==> src/sv/crrp_pkg.sv <==
// ----------------------------------------------------------------------------
// crrp_pkg
// Shared types, constants and helpers of the reselection-rank record parser.
// ----------------------------------------------------------------------------
package crrp_pkg;

    localparam int MAX_ENTRIES  = 16;
    localparam int QUEUE_DEPTH  = 4;
    localparam int QUEUE_AW     = $clog2(QUEUE_DEPTH);
    localparam logic [9:0] OFFSET_MAX = 10'd1023;

    typedef enum logic [2:0] {
        KIND_SERVING_3G  = 3'd0,
        KIND_NEIGHBOR_3G = 3'd1,
        KIND_GSM         = 3'd2,
        KIND_DONE        = 3'd3,
        KIND_TOO_SHORT   = 3'd4,
        KIND_BAD_VERSION = 3'd5
    } t_kind;

    typedef enum logic [1:0] {
        VER_0    = 2'd0,
        VER_1    = 2'd1,
        VER_2    = 2'd2,
        VER_NONE = 2'd3
    } t_version;

    typedef struct packed {
        t_kind              kind;
        logic [13:0]        channel;
        logic [8:0]         code;
        logic signed [8:0]  rscp;
        logic signed [6:0]  ecio;
        logic [7:0]         bsic;
        logic signed [7:0]  level;
        logic               eop;
    } t_item;

    function automatic logic [9:0] start_offset(input t_version v);
        logic [9:0] r;
        case (v)
            VER_0:   r = 10'd2;
            VER_1:   r = 10'd2;
            VER_2:   r = 10'd7;
            default: r = 10'd0;
        endcase
        return r;
    endfunction

    function automatic logic [4:0] umts_stride(input t_version v);
        logic [4:0] r;
        case (v)
            VER_0:   r = 5'd10;
            VER_1:   r = 5'd11;
            VER_2:   r = 5'd16;
            default: r = 5'd1;
        endcase
        return r;
    endfunction

    function automatic logic [4:0] gsm_stride(input t_version v);
        logic [4:0] r;
        case (v)
            VER_0:   r = 5'd7;
            VER_1:   r = 5'd8;
            VER_2:   r = 5'd13;
            default: r = 5'd1;
        endcase
        return r;
    endfunction

    function automatic logic [5:0] cap_count(input logic [5:0] c);
        return (c > 6'(MAX_ENTRIES)) ? 6'(MAX_ENTRIES) : c;
    endfunction

    // raw - 21, clamped to -140..0
    function automatic logic signed [8:0] rscp_of(input logic [7:0] raw);
        logic signed [8:0] v;
        v = $signed({raw[7], raw}) - 9'sd21;
        if (v < -9'sd140) begin
            v = -9'sd140;
        end else if (v > 9'sd0) begin
            v = 9'sd0;
        end
        return v;
    endfunction

    // raw / 2 toward zero, clamped to -50..0
    function automatic logic signed [6:0] ecio_of(input logic [7:0] raw);
        logic signed [7:0] s;
        logic signed [7:0] h;
        s = $signed(raw);
        if (s[7]) begin
            h = (s + 8'sd1) >>> 1;
        end else begin
            h = s >>> 1;
        end
        if (h < -8'sd50) begin
            h = -8'sd50;
        end else if (h > 8'sd0) begin
            h = 8'sd0;
        end
        return h[6:0];
    endfunction

endpackage

==> src/sv/cell_reselection_rank_record_parser_core.sv <==
// ----------------------------------------------------------------------------
// cell_reselection_rank_record_parser_core
// Byte-wide parser of a reselection-rank log payload: emits one item per
// kept 3G or GSM record and one status item at the end of every packet.
// A byte is parsed in its accept cycle; its items are written into the result queue.
// One byte per cycle while ready; a byte that ends a record and a packet yields two
//   items, drained through a four-entry result queue at one item per cycle while the
//   output is ready. Input ready drops while fewer than two queue entries are free.
// Reset (i_rst_n low, synchronous) clears the parse state and empties the queue.
// ----------------------------------------------------------------------------
module cell_reselection_rank_record_parser_core (
    input  logic                     i_clk,
    input  logic                     i_rst_n,
    input  logic                     i_in_valid,
    output logic                     o_in_ready,
    input  logic [7:0]               i_data_byte,
    input  logic                     i_last_byte,
    output logic                     o_out_valid,
    input  logic                     i_out_ready,
    output logic [2:0]               o_item_kind,
    output logic [13:0]              o_channel_number,
    output logic [8:0]               o_scrambling_code,
    output logic signed [8:0]        o_rscp_dbm,
    output logic signed [6:0]        o_ecio_db,
    output logic [7:0]               o_base_station_code,
    output logic signed [7:0]        o_gsm_level,
    output logic                     o_end_of_packet
);
    import crrp_pkg::*;

    logic [9:0]  r_offset,   n_offset;
    t_version    r_version,  n_version;
    logic [5:0]  r_umts_cnt, n_umts_cnt;
    logic [5:0]  r_gsm_cnt,  n_gsm_cnt;
    logic        r_in_gsm,   n_in_gsm;
    logic [5:0]  r_index,    n_index;
    logic [4:0]  r_pos,      n_pos;
    logic [15:0] r_channel,  n_channel;
    logic [15:0] r_code,     n_code;
    logic [7:0]  r_power,    n_power;
    logic [7:0]  r_bsic,     n_bsic;
    logic        r_serving,  n_serving;

    t_item                 r_queue [QUEUE_DEPTH];
    logic [QUEUE_AW-1:0]   r_wr_ptr;
    logic [QUEUE_AW-1:0]   r_rd_ptr;
    logic [QUEUE_AW:0]     r_count;

    logic        in_acc;
    logic        out_acc;
    logic        rec_valid;
    t_item       rec_item;
    t_item       stat_item;
    t_item       slot0;
    logic [1:0]  push_cnt;
    logic [4:0]  pos_inc;
    logic [5:0]  idx_inc;
    logic [11:0] arfcn;
    t_item       head;

    assign o_in_ready  = (r_count <= (QUEUE_AW+1)'(QUEUE_DEPTH - 2));
    assign in_acc      = i_in_valid & o_in_ready;
    assign o_out_valid = (r_count != '0);
    assign out_acc     = o_out_valid & i_out_ready;

    assign pos_inc = r_pos + 5'd1;
    assign idx_inc = r_index + 6'd1;
    assign arfcn   = r_channel[11:0];

    always_comb begin
        n_offset   = r_offset;
        n_version  = r_version;
        n_umts_cnt = r_umts_cnt;
        n_gsm_cnt  = r_gsm_cnt;
        n_in_gsm   = r_in_gsm;
        n_index    = r_index;
        n_pos      = r_pos;
        n_channel  = r_channel;
        n_code     = r_code;
        n_power    = r_power;
        n_bsic     = r_bsic;
        n_serving  = r_serving;
        rec_valid  = 1'b0;
        rec_item   = '0;
        stat_item  = '0;

        if (r_offset == 10'd0) begin
            n_version  = t_version'(i_data_byte[7:6]);
            n_umts_cnt = cap_count(i_data_byte[5:0]);
        end else if (r_offset == 10'd1) begin
            n_gsm_cnt = cap_count(i_data_byte[5:0]);
            n_in_gsm  = (r_umts_cnt == 6'd0);
            n_index   = '0;
            n_pos     = '0;
        end else if (r_version != VER_NONE && r_offset >= start_offset(r_version)) begin
            if (r_in_gsm) begin
                if (r_index < r_gsm_cnt) begin
                    case (r_pos)
                        5'd0: n_channel = {8'd0, i_data_byte};
                        5'd1: n_channel = {i_data_byte, r_channel[7:0]};
                        5'd2: n_bsic    = i_data_byte;
                        5'd3: n_power   = i_data_byte;
                        5'd4: begin
                            if (arfcn[11:10] == 2'd0 && arfcn[9:0] != 10'd0) begin
                                rec_valid        = 1'b1;
                                rec_item.kind    = KIND_GSM;
                                rec_item.channel = {2'd0, arfcn};
                                rec_item.bsic    = r_bsic;
                                rec_item.level   = $signed(r_power);
                            end
                        end
                        default: ;
                    endcase
                    if (pos_inc >= gsm_stride(r_version)) begin
                        n_pos   = '0;
                        n_index = idx_inc;
                    end else begin
                        n_pos = pos_inc;
                    end
                end
            end else if (r_index < r_umts_cnt) begin
                case (r_pos)
                    5'd0: n_channel = {8'd0, i_data_byte};
                    5'd1: n_channel = {i_data_byte, r_channel[7:0]};
                    5'd2: n_code    = {8'd0, i_data_byte};
                    5'd3: n_code    = {i_data_byte, r_code[7:0]};
                    5'd4: n_power   = i_data_byte;
                    5'd7: begin
                        if (r_code[15:9] == 7'd0 && r_channel[15:14] == 2'd0
                                && r_channel[13:0] != 14'd0) begin
                            rec_valid        = 1'b1;
                            rec_item.kind    = r_serving ? KIND_NEIGHBOR_3G : KIND_SERVING_3G;
                            rec_item.channel = r_channel[13:0];
                            rec_item.code    = r_code[8:0];
                            rec_item.rscp    = rscp_of(r_power);
                            rec_item.ecio    = ecio_of(i_data_byte);
                            n_serving        = 1'b1;
                        end
                    end
                    default: ;
                endcase
                if (pos_inc >= umts_stride(r_version)) begin
                    n_pos = '0;
                    if (idx_inc >= r_umts_cnt) begin
                        n_in_gsm = 1'b1;
                        n_index  = '0;
                    end else begin
                        n_index = idx_inc;
                    end
                end else begin
                    n_pos = pos_inc;
                end
            end
        end

        if (r_offset != OFFSET_MAX) begin
            n_offset = r_offset + 10'd1;
        end

        stat_item.eop = 1'b1;
        if (r_offset < 10'd3) begin
            stat_item.kind = KIND_TOO_SHORT;
        end else if (n_version == VER_NONE) begin
            stat_item.kind = KIND_BAD_VERSION;
        end else begin
            stat_item.kind = KIND_DONE;
        end

        if (i_last_byte) begin
            n_offset   = '0;
            n_version  = VER_0;
            n_umts_cnt = '0;
            n_gsm_cnt  = '0;
            n_in_gsm   = 1'b0;
            n_index    = '0;
            n_pos      = '0;
            n_channel  = '0;
            n_code     = '0;
            n_power    = '0;
            n_bsic     = '0;
            n_serving  = 1'b0;
        end
    end

    assign slot0    = rec_valid ? rec_item : stat_item;
    assign push_cnt = in_acc ? ({1'b0, rec_valid} + {1'b0, i_last_byte}) : 2'd0;

    always_ff @(posedge i_clk) begin
        if (!i_rst_n) begin
            r_offset   <= '0;
            r_version  <= VER_0;
            r_umts_cnt <= '0;
            r_gsm_cnt  <= '0;
            r_in_gsm   <= 1'b0;
            r_index    <= '0;
            r_pos      <= '0;
            r_channel  <= '0;
            r_code     <= '0;
            r_power    <= '0;
            r_bsic     <= '0;
            r_serving  <= 1'b0;
        end else if (in_acc) begin
            r_offset   <= n_offset;
            r_version  <= n_version;
            r_umts_cnt <= n_umts_cnt;
            r_gsm_cnt  <= n_gsm_cnt;
            r_in_gsm   <= n_in_gsm;
            r_index    <= n_index;
            r_pos      <= n_pos;
            r_channel  <= n_channel;
            r_code     <= n_code;
            r_power    <= n_power;
            r_bsic     <= n_bsic;
            r_serving  <= n_serving;
        end
    end

    always_ff @(posedge i_clk) begin
        if (push_cnt != 2'd0) begin
            r_queue[r_wr_ptr] <= slot0;
        end
        if (push_cnt == 2'd2) begin
            r_queue[r_wr_ptr + QUEUE_AW'(1)] <= stat_item;
        end
    end

    always_ff @(posedge i_clk) begin
        if (!i_rst_n) begin
            r_wr_ptr <= '0;
            r_rd_ptr <= '0;
            r_count  <= '0;
        end else begin
            r_wr_ptr <= r_wr_ptr + QUEUE_AW'(push_cnt);
            if (out_acc) begin
                r_rd_ptr <= r_rd_ptr + QUEUE_AW'(1);
            end
            r_count <= r_count + (QUEUE_AW+1)'(push_cnt) - (QUEUE_AW+1)'(out_acc);
        end
    end

    assign head                = r_queue[r_rd_ptr];
    assign o_item_kind         = head.kind;
    assign o_channel_number    = head.channel;
    assign o_scrambling_code   = head.code;
    assign o_rscp_dbm          = head.rscp;
    assign o_ecio_db           = head.ecio;
    assign o_base_station_code = head.bsic;
    assign o_gsm_level         = head.level;
    assign o_end_of_packet     = head.eop;

endmodule

==> config.mk <==
export PLATFORM = sky130hd
export DESIGN_NAME = cell_reselection_rank_record_parser_core
export DESIGN_NICKNAME = d
export VERILOG_FILES = /design/src/sv/crrp_pkg.sv /design/src/sv/cell_reselection_rank_record_parser_core.sv
export SDC_FILE = /design/constraint.sdc
export NUM_CORES = 1
export LEC_CHECK = 0
export ABC_CLOCK_PERIOD_IN_PS = 5300
export BUFFER_PORTS_ARGS = -buffer_cell sky130_fd_sc_hd__buf_2
export CORE_MARGIN = 1.5
export CORE_UTILIZATION = 52
export DETAILED_ROUTE_END_ITERATION = 6
export GPL_TIMING_DRIVEN = 0
export PLACE_DENSITY = 0.79
export SLEW_MARGIN = 20
export SYNTH_ARGS = -nofsm -noshare
export SYNTH_HDL_FRONTEND = slang
export SYNTH_SLANG_ARGS = --single-unit
==> constraint.sdc <==
create_clock -name i_clk -period 5.3 [get_ports i_clk]
set_input_delay 0.795 -clock i_clk [delete_from_list [all_inputs] [get_ports i_clk]]
set_output_delay 0.795 -clock i_clk [all_outputs]
set_load 0.02 [all_outputs]
# == Word level (Yosys, flattened, before mapping) ==
# Memories as Yosys holds them, arrays and structs flattened. A register that Yosys moved wholly into a read port is not among the register bits.
# Cells that the tools add are included.
# totals
ff_bits,92
latch_bits,0
ramBits,236
romBits,0
out_inout_bits,61
elab_cells,246
memories,1
# classes
addsub,11
mul,0
n_div,0
order_cmp,13
eq_ne,20
shift,0
mux,139
n_bitwise,2
reduce_logical,44
# memory_table
memory,words,word_bits,rd,rd_ports_with_merged_regs,wr,line_no,text
r_queue,4,59,1,1,2,cell_reselection_rank_record_parser_core.sv:44,t_item r_queue [QUEUE_DEPTH];
# op_table
op,count
16-bit 2-to-1 mux,20
8-bit 2-to-1 mux,24
58-bit 2-to-1 mux,3
40-bit 2-to-1 mux,3
6-bit 2-to-1 mux,16
5-bit 2-to-1 mux,19
16-bit case mux with 2 select lines,2
59-bit 2-to-1 mux,1
10-bit 2-to-1 mux,4
1-bit 2-to-1 mux,31
25-bit 2-to-1 mux,1
8-bit AND reduction,3
2-bit nonzero test,11
7-bit AND reduction,3
9-bit 2-to-1 mux,2
17-bit 2-to-1 mux,1
5-bit case mux with 3 select lines,1
3-bit nonzero test,5
7-bit 2-to-1 mux,2
14-bit nonzero test,1
6-bit < comparator,2
4-bit case mux with 3 select lines,1
"10-bit by 1-bit adder with 10-bit output, second input constant",1
"10-bit by 1-bit == test with 1-bit output, second input constant",1
45 further kinds,71

# == Longest topological paths before layout ==
# depth
depth_word,21
ltp_mapped,21
ltp_nobuf,18

# == Worst setup path after synthesis ==
# OpenSTA, ideal clock, no wires.
# synth_timing
path_type,register -> register
start,register r_offset[3]
end,memory r_queue[0][57] (netlist name) (data pin)
setup_time_ns,0.129
arrival_ns,3.760
setup_slack_ns,1.411
path_stages_with_launch,16
n_path_buf,3
period_less_slack_ns,3.889
path_cell_list,dfxtp_1 or4_4 or4_4 o31a_1 buf_6 o21ai_2 a21o_2 inv_1 ha_1 nor2_1 or2_2 or3_1 clkbuf_1 nor2_2 buf_2 a21o_1
# synth_lines
element,line_no,text
"start, declared",cell_reselection_rank_record_parser_core.sv:31,"logic [9:0] r_offset, n_offset;"
"start signal, assigned",cell_reselection_rank_record_parser_core.sv:203,r_offset <= n_offset;
"end, declared",cell_reselection_rank_record_parser_core.sv:44,

==> impl_summary.log <==
[metrics] run status: complete, but fails checks
[metrics] violated checks: DRC
[metrics] routed via count divided by cell count: 6.31
[metrics] Worst Path Max Fanout: 10
[metrics] number of different library cells in the post-synthesis netlist: 70
[metrics] standby leakage power: 0.00633 µW
[metrics] worst reg-to-reg setup slack: approximately 560 ps
[metrics] total negative slack for setup checks: 0 ps
[metrics] sequential share of power: 0.445
[metrics] internal power component: 4240 µW
[metrics] switching power share of the total: 0.266
[metrics] Logic pwr share: 0.133
[metrics] transition time at the pin with the least slew margin: 1150 ps
[metrics] critical path type: reg2reg
[metrics] hold path startpoint: r_queue[2][18]
[metrics] layout cell share with drive strength beyond 1: 0.155
[metrics] post-layout worst setup margin: 561 ps
[metrics] Crit path arrival time: 5200 ps
[metrics] max-capacitance violation count: 0
[metrics] Net count, final: 1523
[metrics] CTS tree: built
[metrics] number of enable-type register cells in the synthesized netlist: 12
[metrics] Worst Setup Slack post-DPL: 389 ps
[metrics] startpoint types: register
[metrics] Diodes inserted: 0
[metrics] launching instance or port of the critical path: r_index[2]
[metrics] worst-case clock buffer depth: 3
[metrics] Final HPWL DP: 27000 µm
[metrics] WP data required: 5760 ps
[metrics] number of top-level pins: 74
[metrics] maximum achievable frequency: 211 MHz
[metrics] buffers added on ports: 69
[metrics] Critical Path End Type: register
[metrics] Die Area: 28700 µm²
[metrics] Total GRT Usage: 0.271
[metrics] Power per Cell Area: about 350 nW/µm²
[metrics] # rows: 60
[metrics] first-pass GRT wire length: between 60000 and 70000 µm
[metrics] Vias: 11500
[metrics] initial DRC count: 1113
[metrics] skew final: ~28 ps
[metrics] H-tree levels: 2
[metrics] min-delay worst type: reg2reg
[metrics] number of warnings printed during yosys synthesis: 0
[metrics] buffers plus inverters on the worst setup path: 3
[metrics] synthesized netlist net count: about 1400
[metrics] Synth Flop Type: sky130_fd_sc_hd__dfxtp_1
[metrics] worst supply voltage drop on vdd: ~0.22 mV
[metrics] core area: 27000 µm²
[metrics] clock root cell: sky130_fd_sc_hd__clkbuf_16
[metrics] via count of the first global-routing pass: 11400
[metrics] synthesized flop and latch total: 330
[metrics] synthesis-to-finish area growth: 13.3%
[metrics] synthesized netlist cell count: 1353
[metrics] Worst-path clk slew: 60 ps
[metrics] r2r worst-path depth: 15
[metrics] Skew-Pair Late Insertion Delay: 530 ps
[metrics] starting density of the core: 0.532
[metrics] share of synthesized area occupied by flip-flops and latches: 0.468
[metrics] final weighted congestion in routability-driven placement: 0.921
[metrics] clock network fraction of design power: 0.421
[metrics] total setup violations reported at the end of the flow: 0
[metrics] setup repair after global routing missed its margin: false
[metrics] netlist area before placement: 14400 µm²
[metrics] Async SR Flop Fraction: 0
[metrics] most frequent cell on the critical path: sky130_fd_sc_hd__ha_1
[metrics] buffers inserted during post-CTS setup optimization: 0
[metrics] largest net degree at the start of global routing: 15
[metrics] die extent in x: 169 µm
[metrics] final critical path time including I/O delays and setup: 4740 ps
[metrics] Hold Crit Depth: 2
[metrics] cell type group with the largest total delay on the critical path: simple AND/OR/NAND/NOR gates
[metrics] number of sinks driven by the clock tree: 330
[metrics] final routed wirelength across all metal layers: 38800 µm
[metrics] worst-case headroom to the max-slew limit: 0.232
[metrics] worst path cell trace: ha_1, a21oi_1, o21ai_0, a2111oi_2, nand3_1, a21o_2, inv_1, ha_1, nor2_1, or2_2, or3_1, clkbuf_1, nor2_2, buf_2, a22o_1
[metrics] total clock buffers created by CTS: 35
[metrics] final period utilization: 0.894
[metrics] first-pass iteration count of the detailed router: 7
[metrics] number of nets with antenna violations after routing: 0
[metrics] biggest cell delay along the critical path: between 600 and 700 ps
[metrics] routed len/inst: 21.3 µm
[metrics] Die Height: between 150 and 200 µm
[metrics] net load switching power: 1530 µW
[metrics] Final Max Slew Viols: 0
[metrics] per-instance average area after synthesis: about 11 µm²
[metrics] number of remaining DRC errors: 4
[metrics] origin of the critical flop-to-flop path: r_index[2]
[metrics] critical path depth: 15
[metrics] final hold violation count: 0
[metrics] number of antenna violations at the first check in global routing: 1
[metrics] global route total overflow: 0
[metrics] cell with the largest stage delay on the worst path: sky130_fd_sc_hd__a2111oi_2
==> cell families (layout without fill, tap and decap cells) <==
group,count (synthesis),count (layout),synth area share
buf+inv,137,264,0.0398
flops,330,330,0.468
simple gates,333,333,0.115
xor+xnor,31,31,0.0189
mux,78,78,0.106
fa+ha+maj,51,51,0.0449
compound gates,393,393,0.208
==> state kept, by name (all words and copies together) (netlist names), named ones only <==
register / count
r_power: 8
r_pos: 5
r_code: 16
r_bsic: 8
r_umts_cnt: 6
r_channel: 16
r_version: 2
r_wr_ptr: 2
r_count: 3
r_gsm_cnt: 6
r_offset: 10
r_queue: 236
r_in_gsm: 1
r_index: 6
r_rd_ptr: 2
r_serving: 1
==> cell type report <==
| type | count | area [µm²] |
|---|---|---|
| clock inverters | 12 | 131 |
| well taps | 341 | 427 |
| clock buffers | 46 | 997 |
| plain buffers | 91 | 400 |
| inverters | 46 | 173 |
| fillers | 2172 | 10700 |
| repair buffers | 69 | 345 |
| multi-input cells | 886 | 7100 |
| flip-flops and latches | 330 | 6730 |
==> cells in the mapped netlist, types with 4 or more instances <==
| library cell | number | share of area |
|---|---|---|
| sky130_fd_sc_hd__mux2i_1 | 19 | 0.013 |
| sky130_fd_sc_hd__o211ai_1 | 4 | 0.0021 |
| sky130_fd_sc_hd__inv_1 | 46 | 0.012 |
| sky130_fd_sc_hd__nor4_1 | 9 | 0.0039 |
| sky130_fd_sc_hd__a211oi_1 | 4 | 0.0021 |
| sky130_fd_sc_hd__buf_2 | 5 | 0.0017 |
| sky130_fd_sc_hd__buf_1 | 7 | 0.0018 |
| sky130_fd_sc_hd__a21o_1 | 9 | 0.0047 |
| sky130_fd_sc_hd__nor2_2 | 8 | 0.0035 |
| sky130_fd_sc_hd__o21a_1 | 9 | 0.0047 |
| sky130_fd_sc_hd__or3_1 | 9 | 0.0039 |
| sky130_fd_sc_hd__edfxtp_1 | 12 | 0.025 |
| sky130_fd_sc_hd__nand2_1 | 108 | 0.028 |
| sky130_fd_sc_hd__nand2b_1 | 8 | 0.0035 |
| sky130_fd_sc_hd__o21ai_0 | 78 | 0.027 |
| sky130_fd_sc_hd__and2_1 | 11 | 0.0048 |
| sky130_fd_sc_hd__a21oi_1 | 29 | 0.010 |
| sky130_fd_sc_hd__ha_1 | 50 | 0.043 |
| sky130_fd_sc_hd__buf_6 | 6 | 0.0047 |
| sky130_fd_sc_hd__nand3_1 | 32 | 0.011 |
| sky130_fd_sc_hd__nor2_1 | 57 | 0.015 |
| sky130_fd_sc_hd__xor2_1 | 10 | 0.0061 |
| sky130_fd_sc_hd__mux4_2 | 59 | 0.092 |
| sky130_fd_sc_hd__a21boi_0 | 9 | 0.0047 |
| sky130_fd_sc_hd__and3_1 | 4 | 0.0017 |
| sky130_fd_sc_hd__clkbuf_1 | 71 | 0.019 |
| sky130_fd_sc_hd__nor2b_1 | 38 | 0.017 |
| sky130_fd_sc_hd__nor3_1 | 13 | 0.0045 |
| sky130_fd_sc_hd__a22o_1 | 210 | 0.13 |
| sky130_fd_sc_hd__dfxtp_1 | 318 | 0.44 |
| sky130_fd_sc_hd__o22ai_1 | 4 | 0.0017 |
| sky130_fd_sc_hd__a32oi_1 | 4 | 0.0024 |
| sky130_fd_sc_hd__xnor2_1 | 21 | 0.013 |
| sky130_fd_sc_hd__nand4_1 | 10 | 0.0043 |
| sky130_fd_sc_hd__or2_2 | 10 | 0.0043 |
==> worst register-to-register path, stage by stage (launching register included) <==
cell                        delay (ps)
sky130_fd_sc_hd__dfxtp_1           490
sky130_fd_sc_hd__ha_1              310
sky130_fd_sc_hd__a21oi_1           110
sky130_fd_sc_hd__o21ai_0           130
sky130_fd_sc_hd__a2111oi_2         640
sky130_fd_sc_hd__nand3_1           250
sky130_fd_sc_hd__a21o_2            310
sky130_fd_sc_hd__inv_1             220
sky130_fd_sc_hd__ha_1              300
sky130_fd_sc_hd__nor2_1             70
sky130_fd_sc_hd__or2_2             320
sky130_fd_sc_hd__or3_1             310
sky130_fd_sc_hd__clkbuf_1          220
sky130_fd_sc_hd__nor2_2            460
sky130_fd_sc_hd__buf_2             370
sky130_fd_sc_hd__a22o_1            200
==> layout by cell type, fill, tap and decap left out, types with 6 or more instances in the layout <==
master,instances
sky130_fd_sc_hd__a21boi_0,9
sky130_fd_sc_hd__a21o_1,9
sky130_fd_sc_hd__a21oi_1,28
sky130_fd_sc_hd__a22o_1,210
sky130_fd_sc_hd__and2_1,11
sky130_fd_sc_hd__buf_1,7
sky130_fd_sc_hd__buf_2,74
sky130_fd_sc_hd__buf_6,6
sky130_fd_sc_hd__clkbuf_1,74
sky130_fd_sc_hd__clkbuf_16,35
sky130_fd_sc_hd__clkbuf_8,8
sky130_fd_sc_hd__clkinv_2,7
sky130_fd_sc_hd__dfxtp_1,318
sky130_fd_sc_hd__edfxtp_1,12
sky130_fd_sc_hd__ha_1,50
sky130_fd_sc_hd__inv_1,46
sky130_fd_sc_hd__mux2i_1,19
sky130_fd_sc_hd__mux4_2,59
sky130_fd_sc_hd__nand2_1,108
sky130_fd_sc_hd__nand2b_1,8
sky130_fd_sc_hd__nand3_1,32
sky130_fd_sc_hd__nand4_1,10
sky130_fd_sc_hd__nor2_1,57
sky130_fd_sc_hd__nor2_2,8
sky130_fd_sc_hd__nor2b_1,38
sky130_fd_sc_hd__nor3_1,12
sky130_fd_sc_hd__nor4_1,9
sky130_fd_sc_hd__o21a_1,9
sky130_fd_sc_hd__o21ai_0,78
sky130_fd_sc_hd__or2_2,10
sky130_fd_sc_hd__or3_1,9
sky130_fd_sc_hd__xnor2_1,21
sky130_fd_sc_hd__xor2_1,10
==> path summary, 6_finish.rpt <==
path	endpoint
max	r_queue[0][9]
max reg2reg	r_queue[0][9]
min reg2reg	r_queue[2][18]
min	r_queue[2][18]
==> power by group through the flow <==
stage | logic (µW) | registers [µW] | clock network (µW)
after global routing | 828 | 2570 | 2530
after floorplan | 549 | 2610 | 0
after detailed placement | 761 | 2630 | 0
after global placement | 743 | 2620 | 0
after CTS | 765 | 2570 | 2430
final | 769 | 2570 | 2430
==> metal layers <==
layer	part of all wire	GRT usage	wire length (µm)
met4	0.031	0.104	1210
met5	0.00033	0	13
met1	0.42	0.349	16200
met2	0.48	0.458	18600
met3	0.071	0.0443	2760
==> what timing repair did <==
action,4_1_cts,5_1_grt
endpoints found under the setup margin,0,33
gates resized for setup,0,2
hold buffers,0,0
hold endpoints to repair,0,0
==> stage by stage <==
step | utilization | cell area [µm²] | hold WS [ps] | power (µW) | cells
2_1_floorplan | - | 14400 | 420 | 3160 | 1353
3_3_place_gp | 0.561 | 15200 | 428 | 3370 | 1763
3_5_place_dp | 0.561 | 15200 | 441 | 3390 | 1763
4_1_cts | 0.603 | 16300 | 454 | 5770 | 1821
5_1_grt | 0.603 | 16300 | 475 | 5930 | 1821
6_report | 0.603 | 16300 | 450 | 5780 | 1821
Power figures use the tool's default switching activity.
